## config.mk

```make
export PLATFORM = sky130hd
export DESIGN_NAME = integer_square_root_unit_flat
export DESIGN_NICKNAME = d
export VERILOG_FILES = /design/src/hdl/isr_pkg.sv /design/src/hdl/isr_in_if.sv /design/src/hdl/isr_out_if.sv /design/src/hdl/isr_datapath.sv /design/src/hdl/isr_ctrl.sv /design/src/hdl/integer_square_root_unit.sv /design/src/flat_wrapper.sv
export SDC_FILE = /design/constraint.sdc
export NUM_CORES = 2
export LEC_CHECK = 0
export BUFFER_PORTS_ARGS = -buffer_cell sky130_fd_sc_hd__buf_2
export CAP_MARGIN = 15
export CELL_PAD_IN_SITES_DETAIL_PLACEMENT = 0
export CELL_PAD_IN_SITES_GLOBAL_PLACEMENT = 1
export CORE_ASPECT_RATIO = 0.9
export CORE_MARGIN = 5
export CORE_UTILIZATION = 47
export CTS_CLUSTER_DIAMETER = 80
export DETAILED_ROUTE_END_ITERATION = 6
export PLACE_DENSITY = 0.85
export SKIP_LAST_GASP = 1
export SLEW_MARGIN = 25
export SYNTH_ARGS = -nofsm -noshare
export SYNTH_HDL_FRONTEND = slang
export SYNTH_SLANG_ARGS = --single-unit
```

## constraint.sdc

```tcl
create_clock -name clk -period 8.4 [get_ports clk]
set_clock_uncertainty 0.1 [all_clocks]
set_input_delay 1.68 -clock clk [delete_from_list [all_inputs] [get_ports clk]]
set_output_delay 1.68 -clock clk [all_outputs]
set_load 0.02 [all_outputs]
```

## src/hdl/isr_pkg.sv

```systemverilog
package isr_pkg;

    localparam int DATA_WIDTH_DEF = 32;
    localparam int RADICAND_WIDTH = 32;
    localparam int ROOT_WIDTH     = 16;
    localparam int SEARCH_MAX     = 32;

    typedef struct packed {
        logic load;
        logic square;
        logic step;
        logic emit;
    } isr_cmd_t;

    typedef struct packed {
        logic neg;
        logic hit;
        logic cont;
    } isr_sts_t;

endpackage

```

## src/hdl/isr_in_if.sv

```systemverilog
interface isr_in_if;

    logic                                       valid;
    logic                                       ready;
    logic signed [isr_pkg::RADICAND_WIDTH-1:0]  radicand;

    modport source (output valid, output radicand, input ready);
    modport sink (input valid, input radicand, output ready);

endinterface

```

## src/hdl/isr_out_if.sv

```systemverilog
interface isr_out_if;

    logic                           valid;
    logic                           ready;
    logic [isr_pkg::ROOT_WIDTH-1:0] root;
    logic                           negative_input;
    logic                           exact;

    modport source (output valid, output root, output negative_input, output exact, input ready);
    modport sink (input valid, input root, input negative_input, input exact, output ready);

endinterface

```

## src/hdl/isr_datapath.sv

```systemverilog
module isr_datapath #(
    parameter int DATA_WIDTH = isr_pkg::DATA_WIDTH_DEF
) (
    input  logic                                       clk,
    input  isr_pkg::isr_cmd_t                          cmd,
    input  logic signed [isr_pkg::RADICAND_WIDTH-1:0]  radicand,
    output isr_pkg::isr_sts_t                          sts,
    output logic [isr_pkg::ROOT_WIDTH-1:0]             root,
    output logic                                       negative_input,
    output logic                                       exact
);

    localparam int SW = (DATA_WIDTH > isr_pkg::SEARCH_MAX) ? isr_pkg::SEARCH_MAX : DATA_WIDTH;
    localparam int CW = 2 * SW;
    localparam logic [SW-1:0] HI_CAP = {SW{1'b1}};

    logic [DATA_WIDTH-1:0] n_in;
    logic [CW-1:0]         n_ext;
    logic [SW-1:0]         hi_init;

    logic [CW-1:0] n_reg;
    logic [CW-1:0] sq_reg;
    logic [CW-1:0] sq_next;
    logic [SW-1:0] lo_reg;
    logic [SW-1:0] hi_reg;
    logic [SW-1:0] mid_reg;
    logic [SW-1:0] best_reg;
    logic          exact_reg;
    logic          neg_reg;

    logic [isr_pkg::ROOT_WIDTH-1:0] root_reg;
    logic                           neg_out_reg;
    logic                           exact_out_reg;

    logic          hit;
    logic          above;
    logic          cont_low;
    logic          cont_high;
    logic [SW:0]   sum_low;
    logic [SW:0]   sum_high;
    logic [SW-1:0] mid_dec;
    logic [SW-1:0] mid_inc;

    assign n_in    = DATA_WIDTH'(radicand);
    assign n_ext   = CW'(n_in);
    assign hi_init = (n_ext > CW'(HI_CAP)) ? HI_CAP : n_ext[SW-1:0];

    assign sq_next = mid_reg * mid_reg;

    assign hit       = (sq_reg == n_reg);
    assign above     = (sq_reg > n_reg);
    assign mid_dec   = mid_reg - SW'(1);
    assign mid_inc   = mid_reg + SW'(1);
    assign cont_low  = (lo_reg < mid_reg);
    assign cont_high = (mid_reg < hi_reg);
    assign sum_low   = {1'b0, lo_reg} + {1'b0, mid_dec};
    assign sum_high  = {1'b0, mid_inc} + {1'b0, hi_reg};

    assign sts.neg  = neg_reg;
    assign sts.hit  = hit;
    assign sts.cont = above ? cont_low : cont_high;

    always_ff @(posedge clk)
    begin
        if (cmd.load)
        begin
            n_reg     <= n_ext;
            neg_reg   <= n_in[DATA_WIDTH-1];
            lo_reg    <= '0;
            hi_reg    <= hi_init;
            mid_reg   <= hi_init >> 1;
            best_reg  <= '0;
            exact_reg <= 1'b0;
        end
        if (cmd.square)
        begin
            sq_reg <= sq_next;
        end
        if (cmd.step)
        begin
            priority if (hit)
            begin
                best_reg  <= mid_reg;
                exact_reg <= 1'b1;
            end
            else if (above)
            begin
                hi_reg  <= mid_dec;
                mid_reg <= sum_low[SW:1];
            end
            else
            begin
                best_reg <= mid_reg;
                lo_reg   <= mid_inc;
                mid_reg  <= sum_high[SW:1];
            end
        end
        if (cmd.emit)
        begin
            root_reg      <= isr_pkg::ROOT_WIDTH'(best_reg);
            neg_out_reg   <= neg_reg;
            exact_out_reg <= exact_reg;
        end
    end

    assign root           = root_reg;
    assign negative_input = neg_out_reg;
    assign exact          = exact_out_reg;

endmodule

```

## src/hdl/isr_ctrl.sv

```systemverilog
module isr_ctrl (
    input  logic              clk,
    input  logic              rst_n,
    input  logic              in_valid,
    output logic              in_ready,
    output logic              out_valid,
    input  logic              out_ready,
    input  isr_pkg::isr_sts_t sts,
    output isr_pkg::isr_cmd_t cmd
);

    typedef enum logic [3:0] {
        S_IDLE    = 4'b0001,
        S_SQUARE  = 4'b0010,
        S_COMPARE = 4'b0100,
        S_FINISH  = 4'b1000
    } state_t;

    state_t state_reg;
    state_t state_next;
    logic   out_valid_reg;
    logic   out_valid_next;
    logic   out_free;

    assign out_free = !out_valid_reg || out_ready;
    assign in_ready = (state_reg == S_IDLE);

    always_comb
    begin
        state_next = state_reg;
        cmd        = '0;
        unique case (state_reg)
            S_IDLE:
            begin
                if (in_valid)
                begin
                    cmd.load   = 1'b1;
                    state_next = S_SQUARE;
                end
            end
            S_SQUARE:
            begin
                if (sts.neg)
                begin
                    state_next = S_FINISH;
                end
                else
                begin
                    cmd.square = 1'b1;
                    state_next = S_COMPARE;
                end
            end
            S_COMPARE:
            begin
                cmd.step = 1'b1;
                if (sts.hit || !sts.cont)
                begin
                    state_next = S_FINISH;
                end
                else
                begin
                    state_next = S_SQUARE;
                end
            end
            S_FINISH:
            begin
                if (out_free)
                begin
                    cmd.emit   = 1'b1;
                    state_next = S_IDLE;
                end
            end
            default:
            begin
                state_next = S_IDLE;
            end
        endcase
    end

    always_comb
    begin
        priority if (cmd.emit)
        begin
            out_valid_next = 1'b1;
        end
        else if (out_ready)
        begin
            out_valid_next = 1'b0;
        end
        else
        begin
            out_valid_next = out_valid_reg;
        end
    end

    always_ff @(posedge clk or negedge rst_n)
    begin
        if (!rst_n)
        begin
            state_reg     <= S_IDLE;
            out_valid_reg <= 1'b0;
        end
        else
        begin
            state_reg     <= state_next;
            out_valid_reg <= out_valid_next;
        end
    end

    assign out_valid = out_valid_reg;

endmodule

```

## src/hdl/integer_square_root_unit.sv

```systemverilog
// Integer square root unit.
// operand (sink): one signed radicand per item, taken while the unit is idle.
// result (source): one item per operand: root = floor(sqrt(radicand)),
//   exact when root * root equals the radicand, negative_input for a negative
//   radicand (root 0, exact 0).
// Sequence: the accepting edge loads the search, then a binary search over
//   [0, radicand] runs step by step: square the midpoint in S_SQUARE, then
//   compare and narrow the interval in S_COMPARE; S_FINISH then moves the
//   result into the output register once it is free. The search ends early on
//   an exact square. A negative radicand skips the search and goes from
//   S_SQUARE straight to S_FINISH. The single shared multiplier and the
//   compare-to-compare dependence of the search keep the steps serial.
// Throughput: one item at a time; the next operand is taken in the cycle
//   after the current result has moved into the output register.
// Stall: a result waits in the output register while result.ready is low; a
//   finished search holds until that register frees, and operand.ready stays
//   low meanwhile.
// Reset: rst_n clears the controller to idle and drops result.valid.
module integer_square_root_unit #(
    parameter int DATA_WIDTH = isr_pkg::DATA_WIDTH_DEF
) (
    input  logic     clk,
    input  logic     rst_n,
    isr_in_if.sink   operand,
    isr_out_if.source result
);

    isr_pkg::isr_cmd_t cmd;
    isr_pkg::isr_sts_t sts;

    isr_ctrl u_ctrl (
        .clk       (clk),
        .rst_n     (rst_n),
        .in_valid  (operand.valid),
        .in_ready  (operand.ready),
        .out_valid (result.valid),
        .out_ready (result.ready),
        .sts       (sts),
        .cmd       (cmd)
    );

    isr_datapath #(
        .DATA_WIDTH (DATA_WIDTH)
    ) u_datapath (
        .clk            (clk),
        .cmd            (cmd),
        .radicand       (operand.radicand),
        .sts            (sts),
        .root           (result.root),
        .negative_input (result.negative_input),
        .exact          (result.exact)
    );

endmodule
```

## src/flat_wrapper.sv

```systemverilog
// flat-port wrapper written by rule: the top's interface ports become plain ports
module integer_square_root_unit_flat 
#(
    parameter int DATA_WIDTH = isr_pkg::DATA_WIDTH_DEF
)
  (clk, rst_n, operand_valid, operand_radicand, operand_ready, result_valid, result_root, result_negative_input, result_exact, result_ready);
  isr_in_if operand_i ();
  isr_out_if result_i ();
  input  logic clk;
  input  logic rst_n;
  input wire logic [$bits(operand_i.valid)-1:0] operand_valid;
  input wire logic [$bits(operand_i.radicand)-1:0] operand_radicand;
  output wire logic [$bits(operand_i.ready)-1:0] operand_ready;
  output wire logic [$bits(result_i.valid)-1:0] result_valid;
  output wire logic [$bits(result_i.root)-1:0] result_root;
  output wire logic [$bits(result_i.negative_input)-1:0] result_negative_input;
  output wire logic [$bits(result_i.exact)-1:0] result_exact;
  input wire logic [$bits(result_i.ready)-1:0] result_ready;
  assign operand_i.valid = operand_valid;
  assign operand_i.radicand = operand_radicand;
  assign operand_ready = operand_i.ready;
  assign result_valid = result_i.valid;
  assign result_root = result_i.root;
  assign result_negative_input = result_i.negative_input;
  assign result_exact = result_i.exact;
  assign result_i.ready = result_ready;
  integer_square_root_unit #(.DATA_WIDTH(DATA_WIDTH)) u_core (.clk(clk), .rst_n(rst_n), .operand(operand_i), .result(result_i));
endmodule
```

### After elaboration in Yosys (flattened, before gate mapping)

Cells that the tools add are included.

| cells by class | value |
|---|---|
| magnitude comparators | 4 |
| add/subtract/negate cells | 4 |
| multiplexer cells | 35 |
| multipliers | 1 |
| eq/ne operators | 7 |
| reduce and logical (&&, ||, !) cells | 6 |

Operators with widths:

| cell | count |
|---|---|
| 32-bit 2-to-1 mux | 17 |
| 32-bit by 32-bit adder with 33-bit output | 2 |
| 64-bit by 32-bit == test with 1-bit output | 1 |
| 64-bit by 32-bit > comparator with 1-bit output | 1 |
| 32-bit < comparator | 2 |
| 32-bit by 32-bit multiplier with 64-bit output | 1 |
| 32-bit by 1-bit adder with 32-bit output, second input constant | 1 |
| 32-bit > comparator, second input constant | 1 |
| 32-bit by 1-bit subtractor with 32-bit output, second input constant | 1 |
| 4-bit 2-to-1 mux | 4 |
| 4-bit case mux with 4 select lines | 1 |
| 1-bit 2-to-1 mux | 13 |
| 4-bit by 1-bit == test with 1-bit output, second input constant | 1 |
| 4-bit by 2-bit == test with 1-bit output, second input constant | 1 |
| 4-bit by 3-bit == test with 1-bit output, second input constant | 1 |
| 4-bit == test, second input constant | 1 |
| 2-bit != test, second input constant | 2 |
| 1-bit zero test | 2 |
| 1-bit logical OR | 2 |
| 2-bit AND reduction | 1 |
| 2-bit nonzero test | 1 |

| word-level totals | value |
|---|---|
| bits in registers | 249 |
| input port bits | 36 |
| output and inout port bits | 20 |

### Depth between registers and ports, before layout

| logic depth | value |
|---|---|
| depth in word-level cells | 6 |
| mapped depth | 30 |
| mapped depth without buffers | 27 |

### Cells and area by module

From an unflattened synthesis, not the netlist that was laid out.

| unflattened totals | value |
|---|---|
| cells, all modules | 4,757 |
| area, all modules | 43,838.3 um^2 |

Modules (own cells, without submodules):

| module | cells an instance | sequential area each (um^2) | times used | area each (um^2) |
|---|---|---|---|---|
| isr_datapath | 4,732 | 5,655.4 | 1 | 43,564.3 |
| isr_ctrl | 25 | 126.4 | 1 | 274.0 |

### Least setup slack after synthesis

OpenSTA, ideal clock, no wires.

| timing | value |
|---|---|
| kind | register -> register |
| from | register u_core.u_ctrl.state_reg[3] |
| to | register u_core.u_datapath.sq_reg[0] (enable) |
| library setup time | 0.661 ns |
| period minus slack after synthesis | 7.969 ns |
| data required time | 7.639 ns |
| setup slack | 0.431 ns |
| arrival | 7.208 ns |
| cell stages (with the launch flop) | 3 |
| cells stage by stage | dfrtp_1 or2_2 nor4b_1 |

RTL lines:

| what | RTL line | text |
|---|---|---|
| start: declaration | isr_ctrl.sv:19 | `state_t state_reg;` |
| start signal: assignment | isr_ctrl.sv:105 | `state_reg <= state_next;` |
| end signal: assignment | isr_datapath.sv:77 | `sq_reg <= sq_next;` |
| end: declaration | isr_datapath.sv:22 | `logic [CW-1:0] sq_reg;` |

### Final worst setup path

| timing | value |
|---|---|
| from | register u_core.u_datapath.mid_reg[8] |
| to | register u_core.u_datapath.sq_reg[30] (data pin) |

| on the way | value |
|---|---|
| longest elaborated chain between the ends | 1 |

RTL lines:

| what | RTL line | text |
|---|---|---|
| start: declaration | isr_datapath.sv:26 | `logic [SW-1:0] mid_reg;` |
| start signal: assignment | isr_datapath.sv:71 | `mid_reg <= hi_init >> 1;` |
| start signal: assignment | isr_datapath.sv:89 | `mid_reg <= sum_low[SW:1];` |
| start signal: assignment | isr_datapath.sv:95 | `mid_reg <= sum_high[SW:1];` |
| 32-bit by 32-bit multiplier with 64-bit output | isr_datapath.sv:48 | `assign sq_next = mid_reg * mid_reg;` |
| via u_core.u_datapath.sq_next[30] | isr_datapath.sv:23 | `logic [CW-1:0] sq_next;` |

The timed path passes the listed nets, and every way through them passes these cells.
A chain may end at the register's enable or synchronous reset.

==> results.cfg <==
[sta]
period_needed_ps = 8290
rsz0062_at_grt = yes
fmax_mhz = 121
setup_viol = 0
max_slew.worst_pin.slew_ps = 1050
slew_violations = 0
period_share = 0.987
hold_viol_final = 0
relSlewSlack = 0.288

[floorplanning]
core_um2 = 91400
initial_core_util = 0.475
row_count = 105
die_x_um = 331
die_y_um = 299
dieArea_um2 = 98700
io_pins = 56

[synth]
synth_edf_count = 113
synthFlopType = edfxtp_1
yosysSeqAreaShare = 0.133
synth_fp_nets = 6100
avgSynthCellArea_um2 = 9.03
synth_area_um2 = 43500
yosys.cell_types.count = 83
synthArstFlopShare = 0.0216
ys_seq_elements = 231
ys_warn_count = 0
netlist_instances = 4813

[worst_setup_path]
cpPeakStageDelay_ps = 600
rrSetupSlack_ps = 110
crit_fanout = 11
worstSetupEndpoint = u_core.u_datapath.sq_reg[30]
crit_chain = inv_1, buf_4, nor2_1, ha_1, or2_2, fa_1, fa_1, inv_1, fa_1, inv_1, fa_1, fa_1, fa_1, fa_1, ha_1, a21o_1, a211oi_1, o21ai_0, a31oi_1, buf_4, nor2_1, nor2_1, o21ai_0, xor2_1
critPathSlowestCell = inv_1
r2r_end = u_core.u_datapath.sq_reg[30]
worstSetupPathType = reg2reg
cp-start-kind = flip-flop
path_common_cell = fa_1
required_ps = 8730
crit_arrival_ps = 8620
worst_r2r_path_depth = 24
crit_start = u_core.u_datapath.mid_reg[8]
rr_startpoint = u_core.u_datapath.mid_reg[8]
cp-end-kind = flip-flop

[routing]
drt-wirelength-per-cell_um = 22.5
viasPerCell = 5.56
drtAntennaViolNets = 0
drc = 0
dr_total_vias = 33900
first_pass_iters = 5
postRouteWirelength_mm = 137
drt_iter0_markers = 3277

[global_route]
antenna_found_initial = 5
grt_max_degree = 71
grt_first_pass_wirelength_mm = 211
grt_pass1_vias = 34500
grt_usage = 0.281
grt-ovfl-total = 0

[outcome]
status = finished clean

[layout]
drive_above_1_share = 0.0627
largest_reg_flops = 63
final_cells = 6098
fin_util = 0.512
syn_to_final_growth_pct = 7.74
nets = 6128

[worst_hold_path]
hp-class = reg2reg
hold_start = u_core.u_datapath.best_reg[15]

[clocking]
clk_path_buf_depth = 3
clkLatencyLatePin_ps = 650
cts_tree = done
h-tree-depth = 1
path_clk_slew_ps = 60
cts-buffers-inserted = 31
clock-sinks = 231
cts_hold_buf = 0
root_buffer = clkbuf_16

[run]
drv_cap = 0

[placed_design]
hpwlAfterDp_mm = 114
routabilityCongestion = 1.01
dp.cells = 6036
port_buffers = 55
==> critical path: cells and delay by family (launching register included) <==
kind / cells / cell delay, ps
adder cells (fa/ha/maj): 9 / 3970
buffers and inverters: 5 / 1200
AO/OA/AOI/OAI: 5 / 1200
AND/OR/NAND/NOR: 4 / 960
XOR/XNOR: 1 / 350
flip-flops: 1 / 310
==> how the worst min path moves through the flow <==
stage                                 end  cells past startpoint
6_report       u_core.u_datapath.root[15]                      0
5_1_grt         u_core.u_datapath.root[2]                      0
3_5_place_dp      u_core.u_datapath.exact                      0
4_1_cts        u_core.u_datapath.root[15]                      0
3_3_place_gp    u_core.u_datapath.root[2]                      0
2_1_floorplan     u_core.u_datapath.exact                      0
==> cells by family after synthesis <==
kind of cell / after synthesis / synth area share
AND/OR/NAND/NOR: 1201 / 0.122
buffers and inverters: 1271 / 0.110
multiplexers: 9 / 0.00213
adder cells (fa/ha/maj): 1251 / 0.497
flip-flops: 231 / 0.133
AO/OA/AOI/OAI: 635 / 0.0925
XOR/XNOR: 215 / 0.0433
==> placed cells by master (no fill, tap or decap), types with 22 or more instances in the layout <==
| master | n |
|---|---|
| xnor2_1 | 143 |
| inv_1 | 1061 |
| ha_1 | 457 |
| a31oi_1 | 45 |
| buf_4 | 118 |
| buf_2 | 55 |
| nor3_1 | 33 |
| nand3_1 | 101 |
| dfxtp_1 | 112 |
| fa_1 | 794 |
| nand2_1 | 479 |
| a21oi_1 | 212 |
| xor2_1 | 72 |
| o21ai_0 | 111 |
| and3_1 | 37 |
| edfxtp_1 | 113 |
| a21o_1 | 82 |
| a211oi_1 | 22 |
| nor2_1 | 388 |
| nand4_1 | 37 |
| o21bai_1 | 30 |
| clkbuf_16 | 31 |
==> timing repair <==
| item | in CTS | in global routing |
|---|---|---|
| hold endpoints to repair | 0 | 0 |
| gates resized for setup | 0 | 9 |
| setup buffers | 0 | 2 |
| setup endpoints to repair | 0 | 13 |
==> area by class of cell <==
type                       count  area (um^2)
antenna                        2         5.00
clock buffer                  40          840
clock inverter                18          211
fill                        8488        44600
inverter                    1080         4060
multi-input combinational   3311        33000
sequential                   231         5780
tap                         1230         1540
timing repair buffer         186         1420
==> metrics by stage <==
stage | TNS [ps] | setup slack, ps | hold WS [ps] | cell area, um^2
finish | 0 | 106 | 332 | 46800
detailed placement | 0 | 153 | 318 | 45700
global route | -94.6 | -75.7 | 340 | 46800
floorplan | 0 | 431 | 308 | 43500
global placement | 0 | 197 | 316 | 45700
CTS | 0 | 127 | 333 | 46800
==> per-layer routing <==
layer	global-route usage	wire, um	vias up
met3	0.100	17600	286
met1	0.401	56700	16700
met2	0.388	55400	1759
met4	0.114	7460	6
li1	-	-	15200
met5	0	168	-
==> synth_stat cells (6+ instances only) <==
master    number  share of area
inv_1       1062          0.092
fa_1         794           0.37
nand2_1      480          0.041
ha_1         457           0.13
nor2_1       389          0.034
a21oi_1      213          0.025
xnor2_1      143          0.029
clkbuf_1     131          0.011
dfxtp_1      113          0.052
edfxtp_1     113          0.078
o21ai_0      112          0.013
nand3_1      101          0.012
a21o_1        82          0.014
xor2_1        72          0.015
buf_1         51         0.0044
a31oi_1       46         0.0066
and3_1        38         0.0055
nand4_1       37         0.0053
nor3_1        33         0.0038
o21bai_1      30         0.0052
a211oi_1      24         0.0041
o211ai_1      21         0.0036
nor2b_1       18         0.0026
a31o_2        16         0.0032
nor4_1        16         0.0023
or3_1         15         0.0022
nand2b_1      14         0.0020
or2_2         12         0.0017
clkinv_1      10        0.00086
o21a_1        10         0.0017
and2_1         9         0.0013
buf_2          8        0.00092
inv_2          8        0.00069
nand3b_1       8         0.0014
o31ai_1        8         0.0014
a221oi_1       7         0.0014
mux2i_1        7         0.0016
a311oi_1       6         0.0012
o22ai_1        6        0.00086
Power is left out: the tool's default activity adds up to more than one toggle a clock period on the data nets, which glitch-free logic cannot reach.
